$ cat src/rtl/core/lef_pkg.sv
// ----------------------------------------------------------------------------
// lef_pkg
// Shared widths, limits and types of the 3x3 Laplacian edge filter.
// ----------------------------------------------------------------------------
package lef_pkg;

  localparam int unsigned PIX_W      = 8;
  localparam int unsigned SIZE_W     = 11;
  localparam int unsigned MAX_WIDTH  = 1024;
  localparam int unsigned COL_W      = $clog2(MAX_WIDTH);
  localparam int unsigned SIZE_MIN   = 3;
  localparam int unsigned SIZE_RESET = 512;
  // kernel sum, signed, wide enough for +-8*255
  localparam int unsigned SUM_W      = PIX_W + 4;

  // position flags of one accepted pixel
  typedef struct packed {
    logic produce;
    logic row_end;
    logic frame_end;
  } pos_t;

endpackage

$ cat src/rtl/core/lef_ctrl.sv
// ----------------------------------------------------------------------------
// lef_ctrl
// Image size register and raster position counters.
// ----------------------------------------------------------------------------
module lef_ctrl (
  input  logic                      clk_i,
  input  logic                      rst_ni,
  input  logic                      cfg_we_i,
  input  logic [lef_pkg::SIZE_W-1:0] cfg_size_i,
  input  logic                      accept_i,
  output logic [lef_pkg::COL_W-1:0] col_o,
  output lef_pkg::pos_t             pos_o
);

  logic [lef_pkg::COL_W-1:0] last_q, last_d;
  logic [lef_pkg::COL_W-1:0] col_q, col_d;
  logic [lef_pkg::COL_W-1:0] row_q, row_d;
  logic                      last_col;
  logic                      last_row;

  // last index = size clamped to the supported range, minus one
  always_comb begin
    if (cfg_size_i < lef_pkg::SIZE_W'(lef_pkg::SIZE_MIN)) begin
      last_d = lef_pkg::COL_W'(lef_pkg::SIZE_MIN - 1);
    end else if (cfg_size_i > lef_pkg::SIZE_W'(lef_pkg::MAX_WIDTH)) begin
      last_d = lef_pkg::COL_W'(lef_pkg::MAX_WIDTH - 1);
    end else begin
      last_d = lef_pkg::COL_W'(cfg_size_i - 1'b1);
    end
  end

  assign last_col = (col_q == last_q);
  assign last_row = (row_q == last_q);

  always_comb begin
    col_d = col_q;
    row_d = row_q;
    if (cfg_we_i) begin
      col_d = '0;
      row_d = '0;
    end else if (accept_i) begin
      if (last_col) begin
        col_d = '0;
        row_d = last_row ? '0 : row_q + 1'b1;
      end else begin
        col_d = col_q + 1'b1;
      end
    end
  end

  always_ff @(posedge clk_i or negedge rst_ni) begin
    if (!rst_ni) begin
      last_q <= lef_pkg::COL_W'(lef_pkg::SIZE_RESET - 1);
      col_q  <= '0;
      row_q  <= '0;
    end else begin
      if (cfg_we_i) begin
        last_q <= last_d;
      end
      col_q <= col_d;
      row_q <= row_d;
    end
  end

  assign col_o           = col_q;
  assign pos_o.produce   = (row_q >= lef_pkg::COL_W'(2)) && (col_q >= lef_pkg::COL_W'(2));
  assign pos_o.row_end   = last_col;
  assign pos_o.frame_end = last_col && last_row;

endmodule

$ cat config.mk
export PLATFORM = sky130hd
export DESIGN_NAME = lef_ctrl
export DESIGN_NICKNAME = d
export VERILOG_FILES = /design/src/rtl/core/lef_pkg.sv /design/src/rtl/core/lef_ctrl.sv
export SDC_FILE = /design/constraint.sdc
export NUM_CORES = 1
export LEC_CHECK = 0
export ABC_CLOCK_PERIOD_IN_PS = 2250
export BUFFER_PORTS_ARGS = -buffer_cell sky130_fd_sc_hd__buf_2
export CAP_MARGIN = 20
export CORE_MARGIN = 2
export CORE_UTILIZATION = 55
export CTS_CLUSTER_DIAMETER = 200
export DETAILED_ROUTE_END_ITERATION = 7
export GPL_TIMING_DRIVEN = 1
export PLACE_DENSITY = 0.78
export REMOVE_ABC_BUFFERS = 1
export SYNTH_ARGS = -nofsm -noshare
export SYNTH_HDL_FRONTEND = slang
export SYNTH_SLANG_ARGS = --single-unit
$ cat constraint.sdc
create_clock -name clk_i -period 2.25 [get_ports clk_i]
set_input_delay 0.1125 -clock clk_i [delete_from_list [all_inputs] [get_ports clk_i]]
set_output_delay 0.1125 -clock clk_i [all_outputs]
set_load 0.01 [all_outputs]
==> results by stage <==
Flow run:
- Max-cap violations in this run came to 0.

Setup path:
- Measured in cells, the most critical reg-to-reg path has a length of 5.
- The worst reg2reg path startpoint is last_q[0].
- The worst flop-to-flop path endpoint is row_q[0].
- The total buffers and inverters traversed by the critical path is 1.
- In this design, the stage delay of the slowest critical-path cell is 540 ps.
- The slowest stage of the critical path belongs to the cell or4_1.
- Walking the worst path, the cells encountered are ha_1, or4_1, nor4_2, a31oi_1, buf_2.
- The kind of capture point of the worst setup path is an output port.
- STA puts the critical path data arrival time at 1960 ps.
- The setup check on the worst reg-to-reg path leaves a slack of 320 ps.
- Of all nets on the critical path, the largest fanout is 7.
- The cell family contributing the most delay on the critical path is simple AND/OR/NAND/NOR gates.
- STA classifies the critical path startpoint as a flop.
- The worst setup path category is flop to output port.
- The data required time of the critical path is 2140 ps.

Synth:
- The area fraction in compound gates after synthesis is 0.124.
- The share of synthesized area occupied by flip-flops and latches is 0.382.
- After synthesis the cells add up to 2000 um2.
- The synthesized netlist contains 41 unique library cells.
- Yosys printed 0 warnings.
- The synthesized design contains 0 enable-type register cells.
- The main flop type after synthesis is dfrtp_1.
- After synthesis, the largest family of logic cells by area is simple AND/OR/NAND/NOR gates.
- Of the total synthesized cell area, the portion taken by XOR and XNOR cells is 0.140.
- The number of register bits inferred by synthesis is 30.
- The simple logic cell fraction of the synthesized area is 0.257.
- A synthesized cell averages 9.15 um2.
- The post-synthesis mux area share is 0.0113.
- The adder and majority cell fraction of the synthesized area is 0.0313.
- The instance count of the mapped netlist is 218.
- The fraction of synthesis flops using an asynchronous set or reset pin is 1.00.

Power and ir drop:
- The reported leakage power is 1.08 nW.
- Of the total power, registers draw 0.550.
- The power per unit of standard cell area is 484 nW/um2.
- Of the total power, the clock network draws 0.310.
- Of the total power, the share spent switching nets is 0.276.
- For this design the total switching power over the nets is 301 uW.
- The sum of internal, switching and leakage power is 1.09 mW.
- The share of total power dissipated in combinational logic is 0.141.
- The design internal power is 790 uW.
- IR analysis of the VDD net gives a maximum drop of 0.203 mV.

Global routing:
- The pin count of the biggest net entering global routing is 31.
- For this run, the total global-route usage over all layers was measured as 0.232.
- The initial antenna violation count came to 0.
- For this run the aggregate overflow at the end of global routing stands at 0.
- The via count of the first global-routing pass is 1612.
- The first global-routing pass estimated 7330 um of wire.

Layout:
- The top cell types in the final layout, fill and taps aside, are buf_2, nor2_1, dfrtp_1, xor2_1, inv_1.
- The most common library cell in the layout ignoring fill and taps is buf_2.
- The area growth from synthesis to layout is 12.9%.
- The multi-input combinational cells in the finished layout cover a total of 1140 um2.
- The register cell area after layout is 763 um2.
- After filler insertion, the fill cell instance count of the layout stands at 280.
- 0 antenna diodes ended up in the layout.
- The net count reported at finish is 267.
- In the final layout, the share of cells above drive strength 1 is 0.234.

Drt:
- The post-detailed-routing wire length is 4290 um.
- After detailed routing, the average wire length per cell comes to 14.6 um.
- The count of nets left with antenna violations after detail routing is 0.
- In this run, the number of DRC markers left after iteration 0 of detailed routing was 140.
- Dividing the detail-routed via count by the number of cells gives 5.84.
- For this run, the detailed router's first-pass iteration total came to 4.
- In the routed design, unresolved DRC markers number 0.
- For this block, the via count after detailed routing is 1716.

Floorplan:
- The horizontal extent of the die is 64.2 um.
- The number of placement rows is 21.
- The effective utilization at floorplan is 0.584.
- The vertical extent of the die is 64.2 um.
- The number of ports placed on the die boundary is 28.
- The standard cell core area is 3420 um2.
- The floorplan step defined a die boundary enclosing 4130 um2.

Placed design:
- The congestion estimate from routability-driven global placement came to 0.875.
- During placement, the flow inserted port buffers numbering 27.
- The estimated wirelength of the detail-placed design is 3140 um.

STA:
- The worst hold slack is 85.3 ps.
- The worst pin sits at a relative slew slack of 0.578.
- The minimum period implied by the final worst setup slack is 2070 ps.
- The count of endpoints failing setup in the final report is 0.
- The number of endpoints with negative hold slack in the final report came to 0.
- The number of pins exceeding their max-slew limit in the final report is 0.
- For the final routed database, the setup TNS stands at 0 ps.
- The actual slew at the worst max-slew pin is 633 ps.
- Setup repair after global routing left no endpoint under its margin.
- The final clock period utilization by the worst path is 0.922.
- On the final layout, the worst clock skew is 9.08 ps.
- The highest clock rate is 0.482 GHz.

Clock tree:
- The clock tree from TritonCTS is done.
- The clock insertion delay at the later pin of the skew report is 340 ps.
- For this design, the sink count on the clock tree is 30.
- The number of clock buffers added by TritonCTS is 5.
- The clock transition at the register clock pins on the worst setup and hold paths after CTS is 100 ps.
- The cell at the root of the clock tree is clkbuf_4.
- No sink is reached through more buffers than the 2 on the longest clock path.
- The H-tree was split into 2 levels.

Status:
- The flow ran to the end, and the final reports show no timing, DRC or antenna violations.

Hold path:
- The worst hold-check path type is input port to flop.
- For hold timing, the worst endpoint is col_o[3].
- The start point of the worst min-delay path is accept_i.
- The worst hold path was traced through 3 stages.
[per-stage QoR]
| stage | setup WS (ps) | instance area (um2) | utilization | std cells |
|---|---|---|---|---|
| 3_5_place_dp | 300 | 2170 | 0.635 | 285 |
| 5_1_grt | 60.6 | 2250 | 0.659 | 294 |
| 2_1_floorplan | 365 | 1950 | - | 208 |
| 4_1_cts | 89.3 | 2240 | 0.656 | 294 |
| 3_3_place_gp | 368 | 2170 | 0.635 | 285 |
| 6_report | 175 | 2250 | 0.659 | 294 |
[synthesized netlist by cell type (all sizes together), types with 2 or more instances]
master   n  area (um2)
a21oi    4        20.0
mux2     2        22.5
xnor2   15         131
clkbuf   4        16.3
and3    11        68.8
a221o    8        80.1
ha       5        62.6
a31oi    2        12.5
and3b    2        17.5
o22ai    8        50.1
or4      3        22.5
nor4    11        96.3
nor2    25        96.4
nand2    9        33.8
inv     16        60.1
nor3    11        55.1
or3      3        23.8
dfrtp   21         526
nor2b    3        18.8
nand4    4        25.0
xor2    17         149
nand3    8        40.0
buf      6        32.5
o21ai    2        21.3
dfstp    9         236
[flip-flops by register name, summed over array words and instances, names as in the netlist]
name and count:
col_o 10, last_q 10, row_q 10
[worst min-delay path, stage by stage]
cell    delay, ps
buf_2         140
nor2_1         90
nor4_1         50
[metal layers]
metal,track usage,vias to the layer above,routed length (um)
met5,0,-,0
met4,0.109,0,56
met3,0.0599,6,237
met2,0.361,45,2000
met1,0.301,831,2000
li1,-,834,-
[how the worst max path moves through the flow]
stage	startpoint	to	slack (ps)	depth (start not counted)
floorplan	last_q[4]	row_q[0]	370	5
global placement	last_q[8]	row_q[0]	370	5
detailed placement	last_q[0]	row_q[8]	300	5
CTS	col_o[0]	pos_o[2]	90	6
global route	col_o[1]	pos_o[2]	60	5
finish	col_o[1]	pos_o[2]	180	5
[power groups by stage]
stage	registers, mW	logic (mW)	clock network [mW]
after detailed placement	0.610	0.150	0
after global placement	0.607	0.149	0
final	0.599	0.153	0.337
after floorplan	0.603	0.0911	0
after CTS	0.600	0.152	0.346
after global routing	0.603	0.173	0.368
[final cells by class]
class	instances	share of cell area
Sequential cell	30	0.339
Clock buffer	7	0.0244
Tap cell	46	0.0256
Multi-Input combinational cell	162	0.504
Timing Repair Buffer	32	0.0778
Inverter	16	0.0267
Clock inverter	1	0.00222
[cells by family (layout without fill, tap and decap cells)]
logic type      count (synthesis)  after routing
compound gates                 31             31
xor+xnor                       32             32
fa+ha+maj                       5              5
buf+inv                        26             56
flops                          30             30
mux                             2              2
simple gates                   92             92
[timing repair]
action,4_1_cts,5_1_grt
hold buffers,1,0
setup buffers,0,0
gates resized for setup,0,3
endpoints found under the setup margin,0,2
endpoints found under the hold margin,21,0
Power figures use the tool's default switching activity.
