**config.mk**
```make
export PLATFORM = sky130hd
export DESIGN_NAME = lef_core
export DESIGN_NICKNAME = d
export VERILOG_FILES = /design/src/rtl/core/lef_pkg.sv /design/src/rtl/core/lef_core.sv
export SDC_FILE = /design/constraint.sdc
export NUM_CORES = 1
export LEC_CHECK = 0
export BUFFER_PORTS_ARGS = -buffer_cell sky130_fd_sc_hd__buf_2
export CAP_MARGIN = 10
export CORE_ASPECT_RATIO = 0.75
export CORE_MARGIN = 5
export CORE_UTILIZATION = 57
export DETAILED_ROUTE_END_ITERATION = 12
export HOLD_SLACK_MARGIN = 0.12
export PLACE_DENSITY_LB_ADDON = 0.1
export SYNTH_ARGS = -nofsm -noshare
export SYNTH_HDL_FRONTEND = slang
export SYNTH_SLANG_ARGS = --single-unit
```
**constraint.sdc**
```tcl
create_clock -name clk_i -period 4.8 [get_ports clk_i]
set_input_delay 0.48 -clock clk_i [delete_from_list [all_inputs] [get_ports clk_i]]
set_output_delay 0.48 -clock clk_i [all_outputs]
set_load 0.1 [all_outputs]
```
**src/rtl/core/lef_pkg.sv**
```systemverilog
// ----------------------------------------------------------------------------
// lef_pkg
// Shared widths, limits and types of the 3x3 Laplacian edge filter.
// ----------------------------------------------------------------------------
package lef_pkg;

  localparam int unsigned PIX_W      = 8;
  localparam int unsigned SIZE_W     = 11;
  localparam int unsigned MAX_WIDTH  = 1024;
  localparam int unsigned COL_W      = $clog2(MAX_WIDTH);
  localparam int unsigned SIZE_MIN   = 3;
  localparam int unsigned SIZE_RESET = 512;
  // kernel sum, signed, wide enough for +-8*255
  localparam int unsigned SUM_W      = PIX_W + 4;

  // position flags of one accepted pixel
  typedef struct packed {
    logic produce;
    logic row_end;
    logic frame_end;
  } pos_t;

endpackage

```
**src/rtl/core/lef_core.sv**
```systemverilog
// ----------------------------------------------------------------------------
// lef_core
// Line store write-back, 3x3 window, Laplacian kernel and result register.
// ----------------------------------------------------------------------------
module lef_core (
  input  logic                      clk_i,
  input  logic                      rst_ni,
  input  logic                      accept_i,
  input  logic [lef_pkg::PIX_W-1:0] pixel_i,
  input  logic [lef_pkg::COL_W-1:0] col_i,
  input  lef_pkg::pos_t             pos_i,
  output logic                      ready_o,
  input  logic [lef_pkg::PIX_W-1:0] up_rd_i,
  input  logic [lef_pkg::PIX_W-1:0] mid_rd_i,
  output logic                      st_we_o,
  output logic [lef_pkg::COL_W-1:0] st_addr_o,
  output logic [lef_pkg::PIX_W-1:0] up_wd_o,
  output logic [lef_pkg::PIX_W-1:0] mid_wd_o,
  output logic                      res_valid_o,
  input  logic                      res_ready_i,
  output logic [lef_pkg::PIX_W-1:0] edge_value_o,
  output logic                      row_end_o,
  output logic                      frame_end_o
);

  logic                      s1_valid_q;
  logic [lef_pkg::PIX_W-1:0] s1_pix_q;
  logic [lef_pkg::COL_W-1:0] s1_col_q;
  lef_pkg::pos_t             s1_pos_q;
  logic                      s1_adv;

  // window columns: [row][0] older, [row][1] newer
  logic [lef_pkg::PIX_W-1:0] win_q [3][2];
  logic [lef_pkg::PIX_W-1:0] new_col [3];

  logic                      out_valid_q;
  logic [lef_pkg::PIX_W-1:0] out_edge_q, out_edge_d;
  logic                      out_row_end_q;
  logic                      out_frame_end_q;

  logic signed [lef_pkg::SUM_W-1:0] centre8;
  logic signed [lef_pkg::SUM_W-1:0] nsum;
  logic signed [lef_pkg::SUM_W-1:0] diff;

  assign s1_adv  = !out_valid_q || res_ready_i;
  assign ready_o = !s1_valid_q || s1_adv;

  assign new_col[0] = up_rd_i;
  assign new_col[1] = mid_rd_i;
  assign new_col[2] = s1_pix_q;

  // row above moves into the upper store, the new pixel into the middle one
  assign st_we_o   = s1_valid_q && s1_adv;
  assign st_addr_o = s1_col_q;
  assign up_wd_o   = mid_rd_i;
  assign mid_wd_o  = s1_pix_q;

  // kernel over the shifted window: centre is the previous newest middle pixel
  always_comb begin
    centre8 = lef_pkg::SUM_W'({win_q[1][1], 3'b000});
    nsum    = lef_pkg::SUM_W'(win_q[0][0]) + lef_pkg::SUM_W'(win_q[0][1])
            + lef_pkg::SUM_W'(new_col[0])
            + lef_pkg::SUM_W'(win_q[1][0]) + lef_pkg::SUM_W'(new_col[1])
            + lef_pkg::SUM_W'(win_q[2][0]) + lef_pkg::SUM_W'(win_q[2][1])
            + lef_pkg::SUM_W'(new_col[2]);
    diff    = centre8 - nsum;
    if (diff < 0) begin
      out_edge_d = '0;
    end else if (diff > lef_pkg::SUM_W'(255)) begin
      out_edge_d = '1;
    end else begin
      out_edge_d = diff[lef_pkg::PIX_W-1:0];
    end
  end

  always_ff @(posedge clk_i or negedge rst_ni) begin
    if (!rst_ni) begin
      s1_valid_q  <= 1'b0;
      out_valid_q <= 1'b0;
    end else begin
      if (ready_o) begin
        s1_valid_q <= accept_i;
      end
      if (s1_adv) begin
        out_valid_q <= s1_valid_q && s1_pos_q.produce;
      end
    end
  end

  always_ff @(posedge clk_i) begin
    if (accept_i) begin
      s1_pix_q <= pixel_i;
      s1_col_q <= col_i;
      s1_pos_q <= pos_i;
    end
    if (s1_valid_q && s1_adv) begin
      for (int r = 0; r < 3; r++) begin
        win_q[r][0] <= win_q[r][1];
        win_q[r][1] <= new_col[r];
      end
      out_edge_q      <= out_edge_d;
      out_row_end_q   <= s1_pos_q.row_end;
      out_frame_end_q <= s1_pos_q.frame_end;
    end
  end

  assign res_valid_o  = out_valid_q;
  assign edge_value_o = out_edge_q;
  assign row_end_o    = out_row_end_q;
  assign frame_end_o  = out_frame_end_q;

endmodule

```
==> results of run 1 <==
==> flip-flops by register name (all words and copies together) (netlist names) <==
name / flops
win_q: 48
st_addr_o: 10
edge_value_o: 8
mid_wd_o: 8
s1_pos_q: 3
frame_end_o: 1
res_valid_o: 1
row_end_o: 1
s1_valid_q: 1
==> synth_stat cells, drive strengths merged <==
library cell  instances  area [sq um]
dfrtp                 2          50.1
and2                  1          6.26
nor3                  2          10.0
nor2                  8          30.0
a21o                  4          30.0
or4                   1          7.51
nand3                 1          5.00
or3                   2          12.5
buf                   9          71.3
edfxtp               79          2370
xnor2                 6          52.6
o2111a                1          12.5
ha                   19           238
a2111oi               1          15.0
o211ai                4          35.0
o21ai                 5          25.0
a32oi                 2          17.5
xor2                  3          26.3
a211oi                1          7.51
nor3b                 1          7.51
nand3b                1          7.51
o21bai                1          7.51
inv                 113           424
nand2b                2          12.5
o21a                  8          60.1
fa                   53          1060
a21oi                10          61.3
nand4                 2          12.5
nand2                10          45.0
==> final cells by class <==
cell class                      instances  area, sq um  area share (%)
Sequential cell                        81         2420            44.6
Multi-Input combinational cell        149         1850            34.0
Inverter                              113          424            7.81
Timing Repair Buffer                   82          420            7.74
Clock buffer                           11          131            2.42
Tap cell                              105          131            2.42
Clock inverter                          4         53.8           0.991
==> how the worst max path moves through the flow <==
stage	to	from
floorplan	edge_value_o[0]	mid_wd_o[7]
global placement	edge_value_o[0]	up_rd_i[7]
detailed placement	edge_value_o[2]	up_rd_i[7]
CTS	edge_value_o[2]	win_q[0][7]
global route	edge_value_o[2]	win_q[0][7]
finish	edge_value_o[2]	win_q[0][7]
==> cell usage in the layout (no fill, tap or decap), types with 2 or more instances in the layout <==
cell type   netlist  layout
nand2b_1          2       2
clkbuf_8          0       9
ha_4              0       2
edfxtp_1         79      79
xnor2_1           6       6
a21o_1            4       4
o21a_1            8       8
xor2_1            3       3
inv_1           113     112
nor3_1            2       2
nand2_1           9       9
nand4_1           2       2
clkinvlp_4        0       2
o211ai_1          3       3
buf_2             0      79
nor2_1            8       8
or3_1             2       2
a21oi_1           7       6
a21oi_2           3       4
o21ai_0           4       4
dfrtp_1           2       2
fa_1             53      52
ha_1             19      17
clkbuf_1          0       2
buf_4             8       2
==> stage by stage <==
| step | utilization (%) | setup slack, ns | instance area [sq um] | hold slack, ns |
|---|---|---|---|---|
| after floorplan | - | 0.00291 | 4760 | 0.184 |
| after global placement | 65.5 | 0.178 | 5230 | 0.264 |
| after detailed placement | 65.5 | 0.104 | 5230 | 0.268 |
| after CTS | 68.0 | 0.280 | 5430 | 0.275 |
| after global routing | 68.0 | 0.0166 | 5430 | 0.263 |
| final | 68.0 | 0.315 | 5430 | 0.297 |
==> metal layers <==
metal	up-vias	wire length, um	global-route usage (%)
met5	-	0	0
met4	0	51	3.52
met3	4	499	6.49
met2	74	3580	25.2
met1	1260	3640	24.2
li1	1268	-	-
==> cells by family after synthesis <==
| family | count (synthesis) |
|---|---|
| buffers and inverters | 122 |
| XOR/XNOR | 9 |
| adder cells (fa/ha/maj) | 72 |
| AND/OR/NAND/NOR | 31 |
| AO/OA/AOI/OAI | 37 |
| flip-flops | 81 |
==> repair_timing <==
action	in CTS	in global routing
hold endpoints to repair	2	0
setup buffers	0	0
setup endpoints to repair	0	0
hold buffers	1	0
==> impl_results.rst, run 1 <==
.. list-table::
   :header-rows: 1

   * - Metric
     - Value
   * - Status
     - finished, final reports clean
   * - Synth Area in XOR/XNOR
     - ~1.7%
   * - Worst path arrival time
     - roughly 4.6 ns
   * - Buffering stage count on the worst path with inverters included
     - 3
   * - Syn Nets
     - around 470
   * - Via count of the first global-routing pass
     - 2747
   * - Fin cells
     - roughly 550
   * - Residual antenna-violating net count after detailed routing
     - 0
   * - Placer's final routability congestion estimate
     - 0.814
   * - Library cell used as clock root buffer
     - clkbuf_8
   * - Mean post-synth cell area
     - about 13 sq um
   * - Starting DRC count in detailed routing
     - 65
   * - Area growth, synth to finish
     - 14.9%
   * - Number of instances in the synthesized netlist
     - 352
   * - Top-level port count
     - 80
   * - Clock-pin slew reported for the worst setup and hold paths after clock tree synthesis
     - ~0.080 ns
   * - Longest individual stage delay on the worst path
     - 0.54 ns
   * - Source of the worst hold timing path
     - pixel_i[7]
   * - Final-layout setup total negative slack
     - 0 ns
   * - CTS-repair resized insts
     - 0
   * - H-tree depth reported by CTS
     - 3
   * - Filler cell count
     - between 500 and 600
   * - Number of remaining DRC errors
     - 0
   * - Wire length of the first global-routing pass
     - around 13000 um
   * - Total Wirelength
     - about 8000 um
   * - Kind of capture point of the worst setup path
     - flop
   * - Delay-heaviest family, CP
     - adder cells
   * - Internal reg-to-reg setup slack
     - approximately 0.31 ns
   * - Crit share post-route
     - between 90% and 100%
   * - Largest clock skew in the final design
     - ~0.007 ns
   * - Die X
     - about 120 um
   * - Post-detail-place hpwl
     - approximately 6100 um
   * - Core Area
     - 7990 sq um
   * - Cell at the slowest stage of the critical path
     - fa_1
   * - Effective utilization at floorplan
     - between 50% and 60%
   * - Placed instance count
     - 529
   * - Die area
     - 10200 sq um
   * - Fraction of layout instances using a drive strength above 1
     - 24.5%
   * - Count of clock tree sinks
     - between 80 and 90
   * - Number of cells on the critical path
     - 14
   * - Simple-gate share of the synthesized area
     - under 10%
   * - Number of stages on the worst hold path
     - 1
   * - Number of detailed-routing iterations run before antenna repair
     - 4
   * - Number of warnings reported in the yosys synthesis log
     - 0
   * - Fraction of the mapped netlist area in compound gates
     - 5.75%
   * - Antenna cells
     - 0
   * - Fmax
     - ~220 MHz
   * - Beginning of the worst register-to-register path
     - win_q[0][7]
   * - Largest fanout of any net on the critical path
     - 8
   * - Most prevalent standard cell on the critical path
     - fa_1
   * - CTS tree
     - built
   * - Share of cell area taken by muxes after synthesis
     - 0%
   * - Worst Hold Endpoint
     - mid_wd_o[7]
   * - Relative max-transition margin
     - between 40% and 50%
   * - Critical path start-end classification
     - reg2reg
   * - Sequential fraction of the synthesis area
     - around 50%
   * - Number of distinct library cells after synthesis
     - 34
   * - Row count
     - 28
   * - Detailed-route wire length per cell
     - 14.3 um
   * - Worst R2R Path Depth
     - 14
   * - Gr ovfl total
     - 0
   * - Final Hold Viols
     - 0
   * - RSZ-0062 raised after global routing
     - no
   * - Clock insertion delay at the later pin of the skew report
     - 0.35 ns
   * - Maximum root-to-sink buffer count
     - 2
   * - Number of vias in the routed layout
     - between 2000 and 3000
   * - Number of antenna violations at the first check in global routing
     - 0
   * - Total standard cell area after synthesis
     - between 4000 and 5000 sq um
   * - Slew of the pin with the lowest slew margin
     - 0.759 ns
   * - Num CTS Buffers
     - 9
   * - Mean number of vias per cell
     - about 4.8
   * - Combinational family with the most area after synthesis
     - adder cells
   * - Setup crit start kind
     - flop
   * - Synthesized-area fraction occupied by adder cells
     - roughly 27%
   * - Number of pins with negative max-slew slack in the final report
     - 0
   * - Count of buffers inserted at the top-level ports
     - between 70 and 80
   * - Class of the worst hold path
     - in2reg
   * - Pin count of the biggest net entering global routing
     - between 50 and 60
   * - Global routing usage summed across all routing layers
     - ~17%
   * - Final Net Count
     - about 550
   * - Post-route minimum period
     - between 4 and 5 ns
   * - Destination of the worst register-to-register timing path
     - edge_value_o[2]
   * - Height of the chip
     - ~89 um
   * - Synthesized flop and latch total
     - 81
   * - Crit path required time
     - slightly below 5 ns
   * - Critical-path cell list
     - inv_1, fa_1, fa_1, fa_1, inv_1, fa_1, inv_1, ha_1, a21oi_2, o21ai_0, or3_1, a32oi_2, nand2_4, o21a_1
   * - Max-cap check violation count
     - 0
   * - Setup violations, final
     - 0
Power of run 1 is left out: the tool's default activity adds up to more than one toggle a clock period on the data nets, which glitch-free logic cannot reach.
==> run 2: changes to the inputs <==
--- a/config.mk
+++ b/config.mk
@@ -9,7 +9,7 @@
 export CAP_MARGIN = 10
 export CORE_ASPECT_RATIO = 0.75
 export CORE_MARGIN = 5
-export CORE_UTILIZATION = 57
+export CORE_UTILIZATION = 25
 export DETAILED_ROUTE_END_ITERATION = 12
 export HOLD_SLACK_MARGIN = 0.12
 export PLACE_DENSITY_LB_ADDON = 0.1
==> run 2 against run 1 <==
  * Routed wire length increased by 14%
  * Critical path type unchanged
  * Critical path depth is the same
  * Die area increased by 110%
  * Via count up 0.27%
  * Non-clock buffer count decreased by 1
  * Clock-buffer cell count down 2
  * First-iteration DRC count is 54% higher
  * Cell area is 5.9% higher
  * Largest cell class unchanged
  * Sequential cell count is the same
  * Clock skew grew 0.0065 ns
  * Worst setup slack better by 0.030 ns
  * Fmax up 0.67%
==> impl_results.rst, run 2 (synthesis gave the netlist of run 1 again) <==
.. list-table::
   :header-rows: 1

   * - Metric
     - Value
   * - Status
     - finished, final reports clean
   * - Crit share post-route
     - 92.8% (-0.62 points)
   * - Library cell used as clock root buffer
     - clkbuf_16
   * - Area growth, synth to finish
     - 21.7%
   * - Effective utilization at floorplan
     - 25.5% (-34 points)
   * - CTS tree
     - built
   * - Final Net Count
     - 548 (-0.18%)
   * - Most frequent cells in the layout
     - inv_1 (112), edfxtp_1 (79), buf_2 (79)
   * - Max-cap check violation count
     - 0 (unchanged)
   * - Setup violations, final
     - 0 (unchanged)
   * - Gr ovfl total
     - 0 (unchanged)
   * - Final-layout setup total negative slack
     - 0 ns (unchanged)
   * - Via count of the first global-routing pass
     - 2904 (+5.7%)
   * - Worst path arrival time
     - 4.55 ns (-0.04 ns)
   * - Crit path launch
     - win_q[0][7]
   * - Count of clock tree sinks
     - 81 (unchanged)
   * - Number of remaining DRC errors
     - 0 (unchanged)
   * - Number of vias in the routed layout
     - 2613 (+0.27%)
   * - Num CTS Buffers
     - 9 (unchanged)
   * - Fraction of layout instances using a drive strength above 1
     - 25.0% (+0.45 points)
   * - Relative max-transition margin
     - 45.8% (-3.6 points)
   * - Post-detail-place hpwl
     - 6940 um (+15%)
   * - Setup slack after layout
     - 0.344 ns (+0.0298 ns)
   * - Max reg flops
     - 48 (unchanged)
   * - Die X
     - 169 um (+47%)
   * - Crit path required time
     - 4.89 ns (-0.02 ns)
   * - Placer's final routability congestion estimate
     - 0.725 (-11%)
   * - Worst R2R Path Depth
     - 14 (unchanged)
   * - Maximum root-to-sink buffer count
     - 2 (unchanged)
   * - Critical path start-end classification
     - reg2reg
   * - Final Hold Viols
     - 0 (unchanged)
   * - M1 GR Usage
     - 12.1% (-12 points)
   * - Total Wirelength
     - 8890 um (+14%)
   * - Starting DRC count in detailed routing
     - 100 (+54%)
   * - Class of the worst hold path
     - in2reg
   * - Slew of the pin with the lowest slew margin
     - 0.813 ns (+0.0537 ns)
   * - Kind of capture point of the worst setup path
     - flop
   * - Number of pins with negative max-slew slack in the final report
     - 0 (unchanged)
   * - Mean number of vias per cell
     - 3.80 (-20%)
   * - Worst hold slack
     - 0.301 ns (+0.00412 ns)
   * - Core Area
     - 18500 sq um (+130%)
   * - Detailed-route wire length per cell
     - 12.9 um (-9.2%)
   * - Largest clock skew in the final design
     - 0.0136 ns (+0.00649 ns)
   * - Fmax
     - 224 MHz (+0.67%)
   * - Commonest non-fill, non-tap cell in the layout
     - inv_1
   * - Die area
     - 21800 sq um (+110%)
   * - Setup crit start kind
     - flop
   * - Wire length of the first global-routing pass
     - 14800 um (+14%)
   * - Fraction of met2 tracks used by global routing
     - 12.6% (-13 points)
   * - Antenna cells
     - 0 (unchanged)
   * - Number of detailed-routing iterations run before antenna repair
     - 4 (unchanged)
   * - Register ranked first by flip-flop count
     - win_q
   * - Beginning of the worst register-to-register path
     - win_q[0][7]
   * - Row count
     - 43 (+54%)
   * - Global-route track usage on met3
     - 3.84% (-2.7 points)
   * - Number of stages on the worst hold path
     - 1 (unchanged)
   * - H-tree depth reported by CTS
     - 3 (unchanged)
   * - Residual antenna-violating net count after detailed routing
     - 0 (unchanged)
   * - Pin count of the biggest net entering global routing
     - 59 (unchanged)
   * - Global routing usage summed across all routing layers
     - 8.85% (-8.1 points)
   * - Number of antenna violations at the first check in global routing
     - 1 (+1)
   * - Clock-pin slew reported for the worst setup and hold paths after clock tree synthesis
     - 0.07 ns (about the same)
   * - Source of the worst hold timing path
     - col_i[8]
   * - RSZ-0062 raised after global routing
     - no
   * - Post-route minimum period
     - 4.46 ns (-0.0298 ns)
   * - End-of-flow core utilization
     - 31.1% (-37 points)
   * - Layer with the highest usage
     - met2
   * - Largest fanout of any net on the critical path
     - 8 (unchanged)
   * - Count of buffers inserted at the top-level ports
     - 79 (unchanged)
   * - Top-level port count
     - 80 (unchanged)
   * - Height of the chip
     - 129 um (+45%)
   * - Worst-case setup slack after placement
     - 0.106 ns (+0.00228 ns)
   * - Clock insertion delay at the later pin of the skew report
     - 0.35 ns (about the same)
## run 2: metal layers
layer	vias up	part of all wire, %
met4	2	1.3
li1	1269	-
met1	1260	50
met3	11	7.0
met2	71	42
met5	-	0.18
## run 2: area by class of cell
cell class | instances | area, sq um
multi-input cells | 149 | 1850
well taps | 247 | 309
fillers | 1924 | 12800
clock inverters | 7 | 108
inverters | 113 | 424
flip-flops and latches | 81 | 2420
repair buffers | 81 | 413
clock buffers | 9 | 225
## run 2: critical path, cell delays in order (launching register included)
cell,delay (ns)
edfxtp_1,0.38
inv_1,0.08
fa_1,0.45
fa_1,0.53
fa_1,0.54
inv_1,0.05
fa_1,0.52
inv_1,0.04
ha_1,0.40
a21oi_2,0.17
o21ai_0,0.12
or3_1,0.37
a32oi_2,0.20
nand2_4,0.11
o21a_1,0.20
## run 2: stage by stage
stage	instances	instance area, sq um
CTS	687	5750
floorplan	352	4760
global placement	670	5400
detailed placement	670	5400
global route	687	5750
finish	687	5750
## run 2: timing repair
action | CTS | global route
hold buffers | 1 | 0
buffers inserted | 0 | 0
gates resized for setup | 0 | 0
hold endpoints to repair | 2 | 0
## run 2: worst paths after layout
path,slack (ns),endpoint
setup reg to reg,0.34,edge_value_o[3]
hold reg to reg,0.42,frame_end_o
max in group asynchronous,4.27,res_valid_o
setup / recovery,0.34,edge_value_o[3]
min in group asynchronous,0.43,s1_valid_q
hold / removal,0.30,st_addr_o[8]
Power of run 2 is left out for the same reason.
